$ cat config.mk
export PLATFORM = sky130hd
export DESIGN_NAME = i2c_master_bit_sequencer_unit
export DESIGN_NICKNAME = d
export VERILOG_FILES = /design/src/hw/rtl/i2cbs_pkg.sv /design/src/hw/rtl/i2cbs_core.sv /design/src/hw/rtl/i2c_master_bit_sequencer_unit.sv
export VERILOG_INCLUDE_DIRS = /design/src /design/src/hw/rtl
export SDC_FILE = /design/constraint.sdc
export NUM_CORES = 1
export LEC_CHECK = 0
export BUFFER_PORTS_ARGS = -buffer_cell sky130_fd_sc_hd__buf_2
export CORE_MARGIN = 2
export CORE_UTILIZATION = 30
export DETAILED_ROUTE_END_ITERATION = 12
export GPL_TIMING_DRIVEN = 0
export SLEW_MARGIN = 40
export SYNTH_ARGS = -nofsm -noshare
export SYNTH_HDL_FRONTEND = slang
export SYNTH_HIERARCHICAL = 1
export SYNTH_SLANG_ARGS = --single-unit
$ cat constraint.sdc
create_clock -name clk -period 15.8 [get_ports clk]
set_input_delay 0 -clock clk [delete_from_list [all_inputs] [get_ports clk]]
set_output_delay 0 -clock clk [all_outputs]
set_load 0.005 [all_outputs]
$ cat src/hw/rtl/i2c_master_bit_sequencer_unit_defines.svh
// ----------------------------------------------------------------------------
// I2C master bit sequencer assertion macros
// Shared concurrent assertion forms, clocked on clk and held off in reset.
// ----------------------------------------------------------------------------
`ifndef I2C_MASTER_BIT_SEQUENCER_UNIT_DEFINES_SVH
`define I2C_MASTER_BIT_SEQUENCER_UNIT_DEFINES_SVH

// Same-cycle implication.
`define I2CBS_ASSERT_NOW(label, ante, cons, msg) \
  label: assert property (@(posedge clk) disable iff (!rst_n) (ante) |-> (cons)) \
    else $error(msg);

// Next-cycle implication.
`define I2CBS_ASSERT_NEXT(label, ante, cons, msg) \
  label: assert property (@(posedge clk) disable iff (!rst_n) (ante) |=> (cons)) \
    else $error(msg);

`endif

$ cat src/hw/rtl/i2cbs_pkg.sv
// ----------------------------------------------------------------------------
// I2C master bit sequencer package
// Command codes, micro-step opcodes, sequence programs and shared structs.
// ----------------------------------------------------------------------------
package i2cbs_pkg;

  localparam int unsigned CFG_W = 16;

  // Config register indexes
  localparam logic [1:0] REG_SHORT_DELAY = 2'd0;
  localparam logic [1:0] REG_LONG_DELAY  = 2'd1;
  localparam logic [1:0] REG_STRETCH     = 2'd2;

  // Command codes on mode
  localparam logic [2:0] CMD_NONE  = 3'd0;
  localparam logic [2:0] CMD_START = 3'd1;
  localparam logic [2:0] CMD_STOP  = 3'd2;
  localparam logic [2:0] CMD_WRITE = 3'd3;
  localparam logic [2:0] CMD_READ  = 3'd4;

  // Micro-step opcodes
  typedef enum logic [3:0] {
    OP_END     = 4'd0,
    OP_WS      = 4'd1,
    OP_WL      = 4'd2,
    OP_SCL0    = 4'd3,
    OP_SCL1    = 4'd4,
    OP_SDA0    = 4'd5,
    OP_SDA1    = 4'd6,
    OP_BOTH0   = 4'd7,
    OP_BOTH1   = 4'd8,
    OP_SDABIT  = 4'd9,
    OP_SDAACK  = 4'd10,
    OP_SAMPACK = 4'd11,
    OP_SAMPBIT = 4'd12,
    OP_POLL    = 4'd13,
    OP_LOOP    = 4'd14
  } op_t;

  // Timing registers
  typedef struct packed {
    logic [CFG_W-1:0] short_delay;
    logic [CFG_W-1:0] long_delay;
    logic [CFG_W-1:0] stretch_polls;
  } cfg_t;

  // One result item
  typedef struct packed {
    logic [3:0] stretch_timeouts;
    logic       nack_seen;
    logic [7:0] rx_byte;
    logic       done_res;
    logic       busy_res;
    logic       sda_pull_low;
    logic       scl_pull_low;
  } res_t;

  // Sequence programs: prog is command minus one, step is the program counter
  function automatic op_t prog_op(input logic [1:0] prog, input logic [3:0] step);
    op_t op;
    op = OP_END;
    unique case (prog)
      2'd0: begin  // start condition
        unique case (step)
          4'd0:    op = OP_BOTH1;
          4'd1:    op = OP_WS;
          4'd2:    op = OP_SDA0;
          4'd3:    op = OP_WL;
          4'd4:    op = OP_SCL0;
          4'd5:    op = OP_WS;
          default: op = OP_END;
        endcase
      end
      2'd1: begin  // stop condition
        unique case (step)
          4'd0:    op = OP_BOTH0;
          4'd1:    op = OP_WS;
          4'd2:    op = OP_SCL1;
          4'd3:    op = OP_WL;
          4'd4:    op = OP_SDA1;
          4'd5:    op = OP_WS;
          default: op = OP_END;
        endcase
      end
      2'd2: begin  // byte write
        unique case (step)
          4'd0:    op = OP_WS;
          4'd1:    op = OP_SDABIT;
          4'd2:    op = OP_WS;
          4'd3:    op = OP_SCL1;
          4'd4:    op = OP_WL;
          4'd5:    op = OP_SCL0;
          4'd6:    op = OP_LOOP;
          4'd7:    op = OP_WL;
          4'd8:    op = OP_SDA1;
          4'd9:    op = OP_SCL1;
          4'd10:   op = OP_WL;
          4'd11:   op = OP_SAMPACK;
          4'd12:   op = OP_SCL0;
          4'd13:   op = OP_WS;
          default: op = OP_END;
        endcase
      end
      default: begin  // byte read
        unique case (step)
          4'd0:    op = OP_WS;
          4'd1:    op = OP_SCL1;
          4'd2:    op = OP_WS;
          4'd3:    op = OP_POLL;
          4'd4:    op = OP_SAMPBIT;
          4'd5:    op = OP_SCL0;
          4'd6:    op = OP_LOOP;
          4'd7:    op = OP_WL;
          4'd8:    op = OP_SDAACK;
          4'd9:    op = OP_WS;
          4'd10:   op = OP_SCL1;
          4'd11:   op = OP_WL;
          4'd12:   op = OP_SCL0;
          4'd13:   op = OP_SDA1;
          4'd14:   op = OP_WL;
          default: op = OP_END;
        endcase
      end
    endcase
    return op;
  endfunction

endpackage

$ cat src/hw/rtl/i2cbs_core.sv
// ----------------------------------------------------------------------------
// I2C master bit sequencer core
// Sequencer state; advances one micro-step per accepted tick unless a wait or
// poll step holds, and presents the post-tick result for the output register.
// ----------------------------------------------------------------------------
module i2cbs_core #(
  parameter int unsigned DELAY_WIDTH = 16
) (
  input  logic             clk,
  input  logic             rst_n,
  input  logic             step_en,
  input  logic [2:0]       mode,
  input  logic [7:0]       tx_byte,
  input  logic             send_nack,
  input  logic             sda_in,
  input  logic             scl_in,
  input  i2cbs_pkg::cfg_t  cfg,
  output i2cbs_pkg::res_t  res_nxt
);
  import i2cbs_pkg::*;

  // compare width covers both the counter and the 16-bit registers
  localparam int unsigned CW = ((DELAY_WIDTH > CFG_W) ? DELAY_WIDTH : CFG_W) + 1;

  logic [3:0]             step_r, step_nxt;
  logic [2:0]             cmd_r, cmd_nxt;
  logic [3:0]             bit_r, bit_nxt;
  logic [DELAY_WIDTH-1:0] delay_r, delay_nxt;
  logic [CFG_W-1:0]       poll_r, poll_nxt;
  logic [7:0]             shift_r, shift_nxt;
  logic [7:0]             rx_r, rx_nxt;
  logic                   ack_r, ack_nxt;
  logic                   nack_r, nack_nxt;
  logic [3:0]             tmo_r, tmo_nxt;
  logic                   scl_lvl_r, scl_lvl_nxt;
  logic                   sda_lvl_r, sda_lvl_nxt;
  logic                   done;

  op_t                    op;
  logic [CFG_W-1:0]       wait_reg;
  logic [CW-1:0]          cnt_inc, reg_ext, dmax, eff;
  logic                   wait_done;
  logic [CFG_W:0]         poll_inc;

  // Current micro-step
  assign op = prog_op(2'(cmd_r - 3'd1), step_r);

  // Wait compare: saturate to counter max, zero acts as one
  assign wait_reg = (op == OP_WL) ? cfg.long_delay : cfg.short_delay;
  assign cnt_inc  = CW'(delay_r) + CW'(1);
  assign reg_ext  = CW'(wait_reg);
  assign dmax     = CW'({DELAY_WIDTH{1'b1}});
  always_comb begin
    eff = (reg_ext > dmax) ? dmax : reg_ext;
    if (eff == '0) begin
      eff = CW'(1);
    end
  end
  assign wait_done = (cnt_inc >= eff);
  assign poll_inc  = {1'b0, poll_r} + (CFG_W+1)'(1);

  // Next state
  always_comb begin
    step_nxt    = step_r;
    cmd_nxt     = cmd_r;
    bit_nxt     = bit_r;
    delay_nxt   = delay_r;
    poll_nxt    = poll_r;
    shift_nxt   = shift_r;
    rx_nxt      = rx_r;
    ack_nxt     = ack_r;
    nack_nxt    = nack_r;
    tmo_nxt     = tmo_r;
    scl_lvl_nxt = scl_lvl_r;
    sda_lvl_nxt = sda_lvl_r;
    done        = 1'b0;
    if (cmd_r == CMD_NONE) begin
      // idle: latch a valid command
      if (mode >= CMD_START && mode <= CMD_READ) begin
        cmd_nxt   = mode;
        step_nxt  = '0;
        bit_nxt   = '0;
        delay_nxt = '0;
        poll_nxt  = '0;
        shift_nxt = (mode == CMD_WRITE) ? tx_byte : 8'd0;
        ack_nxt   = send_nack;
        if (mode == CMD_READ) begin
          sda_lvl_nxt = 1'b1;
          tmo_nxt     = '0;
        end
      end
    end else begin
      step_nxt = step_r + 4'd1;
      case (op)
        OP_WS, OP_WL: begin
          delay_nxt = wait_done ? '0 : cnt_inc[DELAY_WIDTH-1:0];
          if (!wait_done) begin
            step_nxt = step_r;
          end
        end
        OP_SCL0:    scl_lvl_nxt = 1'b0;
        OP_SCL1:    scl_lvl_nxt = 1'b1;
        OP_SDA0:    sda_lvl_nxt = 1'b0;
        OP_SDA1:    sda_lvl_nxt = 1'b1;
        OP_BOTH0: begin
          scl_lvl_nxt = 1'b0;
          sda_lvl_nxt = 1'b0;
        end
        OP_BOTH1: begin
          scl_lvl_nxt = 1'b1;
          sda_lvl_nxt = 1'b1;
        end
        OP_SDABIT:  sda_lvl_nxt = shift_r[7];
        OP_SDAACK:  sda_lvl_nxt = ack_r;
        OP_SAMPACK: nack_nxt = sda_in;
        OP_SAMPBIT: shift_nxt = {shift_r[6:0], sda_in};
        OP_POLL: begin
          // clock stretch: short wait, then check SCL
          if (cfg.stretch_polls != '0) begin
            delay_nxt = wait_done ? '0 : cnt_inc[DELAY_WIDTH-1:0];
            if (!wait_done) begin
              step_nxt = step_r;
            end else if (scl_in) begin
              poll_nxt = '0;
            end else if (poll_inc[CFG_W-1:0] >= cfg.stretch_polls) begin
              poll_nxt = '0;
              if (tmo_r != 4'hF) begin
                tmo_nxt = tmo_r + 4'd1;
              end
            end else begin
              poll_nxt = poll_inc[CFG_W-1:0];
              step_nxt = step_r;
            end
          end
        end
        OP_LOOP: begin
          bit_nxt = bit_r + 4'd1;
          if (cmd_r == CMD_WRITE) begin
            shift_nxt = {shift_r[6:0], 1'b0};
          end
          if (bit_nxt < 4'd8) begin
            step_nxt = '0;
          end
        end
        default: begin
          // end of program
          if (cmd_r == CMD_READ) begin
            rx_nxt = shift_r;
          end
          cmd_nxt  = CMD_NONE;
          step_nxt = '0;
          done     = 1'b1;
        end
      endcase
    end
  end

  // State registers
  always_ff @(posedge clk) begin
    if (!rst_n) begin
      step_r    <= '0;
      cmd_r     <= CMD_NONE;
      bit_r     <= '0;
      delay_r   <= '0;
      poll_r    <= '0;
      shift_r   <= '0;
      rx_r      <= '0;
      ack_r     <= 1'b0;
      nack_r    <= 1'b0;
      tmo_r     <= '0;
      scl_lvl_r <= 1'b1;
      sda_lvl_r <= 1'b1;
    end else if (step_en) begin
      step_r    <= step_nxt;
      cmd_r     <= cmd_nxt;
      bit_r     <= bit_nxt;
      delay_r   <= delay_nxt;
      poll_r    <= poll_nxt;
      shift_r   <= shift_nxt;
      rx_r      <= rx_nxt;
      ack_r     <= ack_nxt;
      nack_r    <= nack_nxt;
      tmo_r     <= tmo_nxt;
      scl_lvl_r <= scl_lvl_nxt;
      sda_lvl_r <= sda_lvl_nxt;
    end
  end

  // Result of this tick
  always_comb begin
    res_nxt.scl_pull_low     = ~scl_lvl_nxt;
    res_nxt.sda_pull_low     = ~sda_lvl_nxt;
    res_nxt.busy_res         = (cmd_nxt != CMD_NONE);
    res_nxt.done_res         = done;
    res_nxt.rx_byte          = rx_nxt;
    res_nxt.nack_seen        = nack_nxt;
    res_nxt.stretch_timeouts = tmo_nxt;
  end

endmodule

$ cat src/hw/rtl/i2c_master_bit_sequencer_unit.sv
// Latency: a result item is valid the cycle after its tick item is accepted.
// Throughput: one tick item per cycle; in_tready drops only while a result
// waits in the output register and out_tready is low.
// Reset (rst_n low, synchronous): sequencer idle, both lines released,
// delays 5/10 ticks, 100 stretch polls, output register empty.
// ----------------------------------------------------------------------------
// I2C master bit sequencer unit
// Open-drain I2C master sequencer with stream input/output and config port.
// ----------------------------------------------------------------------------
`include "i2c_master_bit_sequencer_unit_defines.svh"

module i2c_master_bit_sequencer_unit #(
  parameter int unsigned DELAY_WIDTH = 16
) (
  input  logic        clk,
  input  logic        rst_n,
  // input ticks
  input  logic        in_tvalid,
  output logic        in_tready,
  input  logic [15:0] in_tdata,   // tx_byte[7:0], send_nack[8], sda_in[9], scl_in[10], zero
  input  logic [2:0]  in_tuser,   // mode[2:0]
  // results
  output logic        out_tvalid,
  input  logic        out_tready,
  output logic [23:0] out_tdata,  // scl_pull_low[0], sda_pull_low[1], busy_res[2],
                                  // done_res[3], rx_byte[11:4], nack_seen[12],
                                  // stretch_timeouts[16:13], zero
  // config writes
  input  logic        cfg_valid,
  output logic        cfg_ready,
  input  logic [1:0]  cfg_index,
  input  logic [i2cbs_pkg::CFG_W-1:0] cfg_data
);
  import i2cbs_pkg::*;

  cfg_t  cfg_r;
  res_t  res_nxt;
  res_t  out_data_r;
  logic  out_valid_r;
  logic  in_fire;

  // Config registers
  assign cfg_ready = 1'b1;
  always_ff @(posedge clk) begin
    if (!rst_n) begin
      cfg_r.short_delay   <= CFG_W'(5);
      cfg_r.long_delay    <= CFG_W'(10);
      cfg_r.stretch_polls <= CFG_W'(100);
    end else if (cfg_valid && cfg_ready) begin
      unique case (cfg_index)
        REG_SHORT_DELAY: cfg_r.short_delay   <= cfg_data;
        REG_LONG_DELAY:  cfg_r.long_delay    <= cfg_data;
        REG_STRETCH:     cfg_r.stretch_polls <= cfg_data;
        default: ;
      endcase
    end
  end

  // Handshake: take a tick whenever the output slot is free or draining
  assign in_tready = !out_valid_r || out_tready;
  assign in_fire   = in_tvalid && in_tready;

  i2cbs_core #(
    .DELAY_WIDTH (DELAY_WIDTH)
  ) u_core (
    .clk       (clk),
    .rst_n     (rst_n),
    .step_en   (in_fire),
    .mode      (in_tuser),
    .tx_byte   (in_tdata[7:0]),
    .send_nack (in_tdata[8]),
    .sda_in    (in_tdata[9]),
    .scl_in    (in_tdata[10]),
    .cfg       (cfg_r),
    .res_nxt   (res_nxt)
  );

  // Output register
  always_ff @(posedge clk) begin
    if (!rst_n) begin
      out_valid_r <= 1'b0;
    end else if (in_fire) begin
      out_valid_r <= 1'b1;
    end else if (out_tready) begin
      out_valid_r <= 1'b0;
    end
  end

  always_ff @(posedge clk) begin
    if (in_fire) begin
      out_data_r <= res_nxt;
    end
  end

  assign out_tvalid = out_valid_r;
  assign out_tdata  = {7'd0, out_data_r};

  // Checks
  `I2CBS_ASSERT_NEXT(a_fire_gives_result, in_fire, out_valid_r, "accepted tick gave no result")
  `I2CBS_ASSERT_NOW(a_ready_when_empty, !out_valid_r, in_tready, "not ready with empty output")
  `I2CBS_ASSERT_NOW(a_done_not_busy, out_valid_r, !(out_data_r.done_res && out_data_r.busy_res), "done while busy")
  `I2CBS_ASSERT_NOW(a_timeouts_bounded, out_valid_r, out_data_r.stretch_timeouts <= 4'd8, "too many stretch timeouts")

endmodule
-- After elaboration in Yosys (flattened, before gate mapping)
Memories as Yosys holds them, arrays and structs flattened. A register that Yosys moved wholly into a read port is not among the register bits.
Index checks and enable logic that the tools add are counted.
- input bits: 42
- flip-flop bits (word level): 133
- word-level logic and storage cells: 171
- ROM bits: 128
- memories kept: 2
- output and inout bits: 27
- bitwise gates (word level): 2
- order comparisons: 6
- reduce and logical (&&, ||, !) cells: 35
- multiplexer cells: 63
- $add $sub $neg: 6
- equal/unequal tests: 34
- memory list (memory ; words ; width ; read ports ; clocked after Yosys merged registers in ; wr ports ; RTL line ; text):
    (name not given) ; 16 ; 4 ; 1 ; 1 ; 0 ; i2cbs_pkg.sv:86 ; unique case (step)
    (name not given) ; 16 ; 4 ; 1 ; 1 ; 0 ; i2cbs_pkg.sv:105 ; unique case (step)
- operators by type and width (cell ; number):
    16-bit two-way mux ; 12
    4-bit two-way mux ; 23
    8-bit two-way mux ; 7
    16-bit case mux with 2 select lines ; 1
    4-bit == test, second input constant ; 7
    4-bit by 3-bit == test with 1-bit output, second input constant ; 6
    4-bit case mux with 5 select lines ; 1
    16-bit by 1-bit adder with 17-bit output, second input constant ; 1
    17-bit >= comparator ; 1
    17-bit logical NOT ; 1
    17-bit two-way mux ; 1
    16-bit by 1-bit adder with 16-bit output, second input constant ; 1
    4-bit by 2-bit == test with 1-bit output, second input constant ; 4
    16-bit >= comparator ; 1
    16-bit greater-than comparator, second input constant ; 1
    4-bit case mux with 4 select lines ; 1
    8-bit case mux with 2 select lines ; 1
    16-bit nonzero test ; 1
    3-bit case mux with 5 select lines ; 1
    14-bit OR reduction ; 1
    4-bit by 1-bit adder with 4-bit output, second input constant ; 3
    4-bit case mux with 3 select lines ; 1
    2-bit OR reduction ; 6
    5-bit AND reduction ; 2
    31 further kinds ; 61

-- Logic depth before layout (Yosys ltp)
- word-level depth: 17
- gate-level depth with buffers: 25

-- By module
The synthesis kept the hierarchy.
- by module, submodules not included (module ; cells an instance ; area an instance (um^2) ; instances):
    i2cbs_core ; 710 ; 5774.3 ; 1
    i2c_master_bit_sequencer_unit ; 216 ; 2508.7 ; 1

-- Worst setup path before layout
No wires, ideal clock.
- path kind: reg2reg
- start point: reg u_core.step_r[0]
- end point: reg (tool-made name)
- setup slack: 10.698 ns
- arrival time: 5.024 ns
- cell stages (with the launch flop): 23
- clock period less this slack: 5.102 ns
- required time: 15.722 ns
- path through: dfxtp_1 -> inv_1 -> ha_1 -> and2_1 -> o21ai_0 -> a32oi_2 -> nand3_1 -> clkbuf_1 -> mux2i_1 -> o2111ai_1 -> o31ai_1 -> ha_1 -> nor3b_1 -> o21ai_0 -> o2111ai_1 -> a31o_2 -> and4_1 -> o32a_1 -> buf_6 -> mux2_4 -> ha_1 -> or3_1 -> a32oi_1
- RTL lines (element ; RTL line ; text):
    start, declared ; i2cbs_core.sv:25 ; logic [3:0] step_r, step_nxt;
    start signal, assigned ; i2cbs_core.sv:174 ; step_r <= step_nxt;

==> impl_table.tex <==
\begin{tabular}{lr}
\hline
Metric & Value \\
\hline
\multicolumn{2}{l}{\textbf{Route}} \\
\quad Routed via count & 7145 \\
\quad Detail Route Antenna Nets & 0 \\
\quad DR DRC count & 0 \\
\quad Router iterations before antenna repair & 5 \\
\quad Final routed wirelength across all metal layers & roughly 21000 um \\
\quad Violation count after the first detailed-routing iteration & between 400 and 500 \\
\quad Vias per cell & between 5 and 6 \\
\quad Mean routed wirelength per cell & $\sim$15 um \\
\multicolumn{2}{l}{\textbf{Place}} \\
\quad Count of buffers inserted at the top-level ports & 52 \\
\quad Routability cong. & $\sim$0.86 \\
\quad HPWL reported at the end of detailed placement & 15500 um \\
\quad Number of cells in the design after placement & between 1000 and 1500 \\
\multicolumn{2}{l}{\textbf{STA}} \\
\quad Final Max Tran Viols & 0 \\
\quad Rel. slew slack & 0.401 \\
\quad Summed negative setup slack over all endpoints & 0 ns \\
\quad RSZ-0062 raised after global routing & false \\
\quad Final Critical Period & approximately 6.3 ns \\
\quad Final setup violation count & 0 \\
\quad Maximum achievable frequency & 158 MHz \\
\quad Final-report hold violation count & 0 \\
\quad Skew final & slightly below 0.009 ns \\
\quad Worst Max-Slew Pin Slew & 0.892 ns \\
\quad Period utilisation layout & 0.400 \\
\quad Final hold slack & roughly 0.011 ns \\
\multicolumn{2}{l}{\textbf{Die}} \\
\quad Initial Util & 0.306 \\
\quad Vertical die dimension & 170 um \\
\quad Floorplan die width & around 170 um \\
\quad Io pins & 69 \\
\quad Die ar. & about 29000 um\^{}2 \\
\quad Std-Cell Rows & 60 \\
\quad Core footprint & roughly 27000 um\^{}2 \\
\multicolumn{2}{l}{\textbf{Setup path}} \\
\quad Cell Chain, Critical Path & inv\_1 > ha\_1 > nor2b\_1 > o21ai\_0 > a32oi\_1 > nor2\_1 > nand3\_1 > clkbuf\_1 > mux2i\_1 > o2111ai\_1 > o31ai\_1 > ha\_1 > nor3b\_1 > o21ai\_0 > o2111ai\_1 > a31o\_2 > and4\_1 > o32a\_1 > buf\_6 > mux2i\_1 > inv\_1 > ha\_1 > o32ai\_1 \\
\quad Slowest cell on the critical path & clkbuf\_1 \\
\quad Slowest cell delay on critical path & about 0.6 ns \\
\quad Combined buffer and inverter count along the critical path & 4 \\
\quad Arrival time of data at the critical path endpoint & $\sim$6.6 ns \\
\quad CP Class & flip-flop to flip-flop \\
\quad Crit. End Element & flip-flop \\
\quad Top cell family by delay on the critical path & compound AO/OA/AOI/OAI gates \\
\quad Cell count of the worst reg-to-reg path & 23 \\
\quad Most common cell type on the critical path & ha\_1 \\
\quad Flop-to-flop setup slack & about 9.5 ns \\
\quad Largest fanout of any net on the critical path & 10 \\
\quad Launch point of the worst reg-to-reg path & u\_core/step\_r[0]\$\_SDFFE\_PN0N\_ \\
\quad Critical Path Source & u\_core/step\_r[0]\$\_SDFFE\_PN0N\_ \\
\quad Worst path required time & roughly 16 ns \\
\quad Type of origin of the critical path & flip-flop \\
\multicolumn{2}{l}{\textbf{GRT}} \\
\quad Antenna violations before repair & 0 \\
\quad Met2 GRT Util & 0.243 \\
\quad Largest net degree at the start of global routing & 22 \\
\quad Number of global-route vias before repair & slightly below 7000 \\
\quad Total global routing overflow & 0 \\
\quad Total GRT Usage & 0.149 \\
\quad GR met3 Demand/Resource & 0.0293 \\
\quad Met1 Resource Use GR & 0.195 \\
\quad Most used routing layer & met2 \\
\quad Wire length of the first global-routing pass & between 30000 and 40000 um \\
\multicolumn{2}{l}{\textbf{Synthesis}} \\
\quad Number of enable-type register cells in the synthesized netlist & 17 \\
\quad Post-synth ARST share & 0 \\
\quad Mean post-synth cell area & 8.94 um\^{}2 \\
\quad Synth warn & 6 \\
\quad Number of library cell types mapped by synthesis & 82 \\
\quad Sequential share of the synthesized area & 0.361 \\
\quad Netlist area before placement & 8280 um\^{}2 \\
\quad Mapped Cells & about 930 \\
\quad Post-synth top flop & dfxtp\_1 \\
\quad Flip-flop and latch count after synthesis & between 100 and 150 \\
\multicolumn{2}{l}{\textbf{Layout}} \\
\quad Non-filler cells in the finished layout & 1396 \\
\quad Area overhead of the layout relative to synthesis & 20.5\% \\
\quad Post-layout net count & around 1100 \\
\quad Commonest cells after routing, fill and taps aside & 124 x dfxtp\_1, 108 x nand2\_1, 69 x mux2i\_1 \\
\quad Most frequent standard cell in the layout excluding fill and tap cells & dfxtp\_1 \\
\quad Fill cell instance count of the final layout & 2744 \\
\quad Proportion of layout cells with a drive suffix above 1 & 0.151 \\
\quad Inserted Diodes & 0 \\
\multicolumn{2}{l}{\textbf{Power and ir drop}} \\
\quad Leakage component of the power & 4.32 nW \\
\quad Worst vdd rail ir drop & 0.0666 mV \\
\quad PD cells & around 90 nW/um\^{}2 \\
\multicolumn{2}{l}{\textbf{Worst hold path}} \\
\quad Number of cells on the worst hold path & 3 \\
\quad End point of the most critical hold path & cfg\_r[3]\$\_SDFFE\_PN0P\_ \\
\quad Hold wc startpoint & rst\_n \\
\quad Hold crit path type & primary input to flip-flop \\
\multicolumn{2}{l}{\textbf{Clock tree}} \\
\quad Clk root buf & clkbuf\_16 \\
\quad Clock sinks & between 100 and 150 \\
\quad Cells resized by post-CTS repair & 0 \\
\quad TritonCTS clock tree & built \\
\quad Clock latency of the later-clocked register in the worst-skew pair & roughly 0.43 ns \\
\quad Hold-fix buffers at CTS & 38 \\
\quad CTS H-tree lvls & 4 \\
\quad \# Post-CTS Setup Buffers & 0 \\
\quad Clock buffers created by TritonCTS & 17 \\
\quad Clock-pin slew of the registers on the worst-case setup and hold paths & about 0.060 ns \\
\quad Worst-case clock buffer depth & 2 \\
\multicolumn{2}{l}{\textbf{Job}} \\
\quad Total of max-cap violations & 0 \\
\multicolumn{2}{l}{\textbf{Status}} \\
\quad Status & completed \\
\hline
\end{tabular}
[area by class of cell]
cell class                      instances  area [um^2]  share of cell area
Multi-Input combinational cell        700         4860               0.487
Sequential cell                       141         2990               0.300
Timing Repair Buffer                   91          646              0.0647
Clock buffer                           21          462              0.0463
Tap cell                              341          427              0.0427
Buffer                                 58          339              0.0340
Clock inverter                         11          133              0.0133
Inverter                               33          124              0.0124
[cell families after synthesis]
logic type      after synthesis  synth area share
xor+xnor                     36            0.0381
other cells                   2          0.000907
compound gates              192             0.162
mux                          85             0.107
buf+inv                      91            0.0559
flops                       141             0.361
fa+ha+maj                    43            0.0650
simple gates                336             0.210
[power breakdown]
| group | switching [mW] | internal (mW) | total (mW) | leakage (nW) |
|---|---|---|---|---|
| Clock | 0.162 | 0.243 | 0.405 | 0.283 |
| Sequential | 0.00846 | 0.377 | 0.385 | 1.18 |
| Combinational | 0.0758 | 0.0532 | 0.129 | 2.86 |
[worst reg2reg max path, stage by stage (launching register included)]
cell	delay [ns]
dfxtp_1	0.40
inv_1	0.17
ha_1	0.16
nor2b_1	0.21
o21ai_0	0.15
a32oi_1	0.43
nor2_1	0.19
nand3_1	0.20
clkbuf_1	0.60
mux2i_1	0.43
o2111ai_1	0.20
o31ai_1	0.30
ha_1	0.28
nor3b_1	0.22
o21ai_0	0.13
o2111ai_1	0.10
a31o_2	0.27
and4_1	0.30
o32a_1	0.20
buf_6	0.16
mux2i_1	0.45
inv_1	0.09
ha_1	0.24
o32ai_1	0.35
[state kept, by name, indices dropped and copies added, names as in the netlist, 3 cells and up, named ones only]
name and cells:
u_core/rx_r 8, cfg_r 48, u_core/step_r 4, u_core/tmo_r 4
u_core/poll_r 16, u_core/cmd_r 3, u_core/bit_r 4, u_core/shift_r 8
u_core/delay_r 16, out_tdata 17
[worst max-delay path by stage]
stage,slack (ns),cells past startpoint,endpoint
CTS,9.53,23,flip-flop
finish,9.49,23,flip-flop
floorplan,10.70,22,flip-flop
detailed placement,9.58,23,flip-flop
global placement,9.59,23,flip-flop
global route,9.05,23,flip-flop
[Yosys cell counts, types with 12 or more instances]
library cell / n / area share
dfxtp_1: 124 / 0.30
nand2_1: 108 / 0.049
mux2i_1: 69 / 0.083
nor2_1: 66 / 0.030
a21oi_1: 53 / 0.032
ha_1: 43 / 0.065
o21ai_0: 41 / 0.025
clkbuf_1: 32 / 0.015
inv_1: 32 / 0.015
nand3_1: 23 / 0.014
nand3b_1: 22 / 0.020
xor2_1: 22 / 0.023
nor3_1: 20 / 0.012
and3_1: 18 / 0.014
edfxtp_1: 17 / 0.062
mux2_2: 14 / 0.019
xnor2_1: 14 / 0.015
o211ai_1: 12 / 0.011
[layer usage]
layer,vias to the layer above,share of wire
li1,3565,-
met1,3390,0.47
met2,163,0.47
met3,27,0.043
met4,0,0.017
met5,-,0
[stage by stage]
stage / instance area [um^2] / total power [mW] / setup WS (ns) / util
final: 9980 / 0.920 / 9.49 / 0.369
after global routing: 9980 / 0.957 / 9.05 / 0.369
after CTS: 9980 / 0.926 / 9.53 / 0.369
after detailed placement: 9000 / 0.513 / 9.58 / 0.333
after global placement: 8990 / 0.512 / 9.59 / 0.333
after floorplan: 8310 / 0.477 / 10.70 / -
Power figures use the tool's default switching activity.
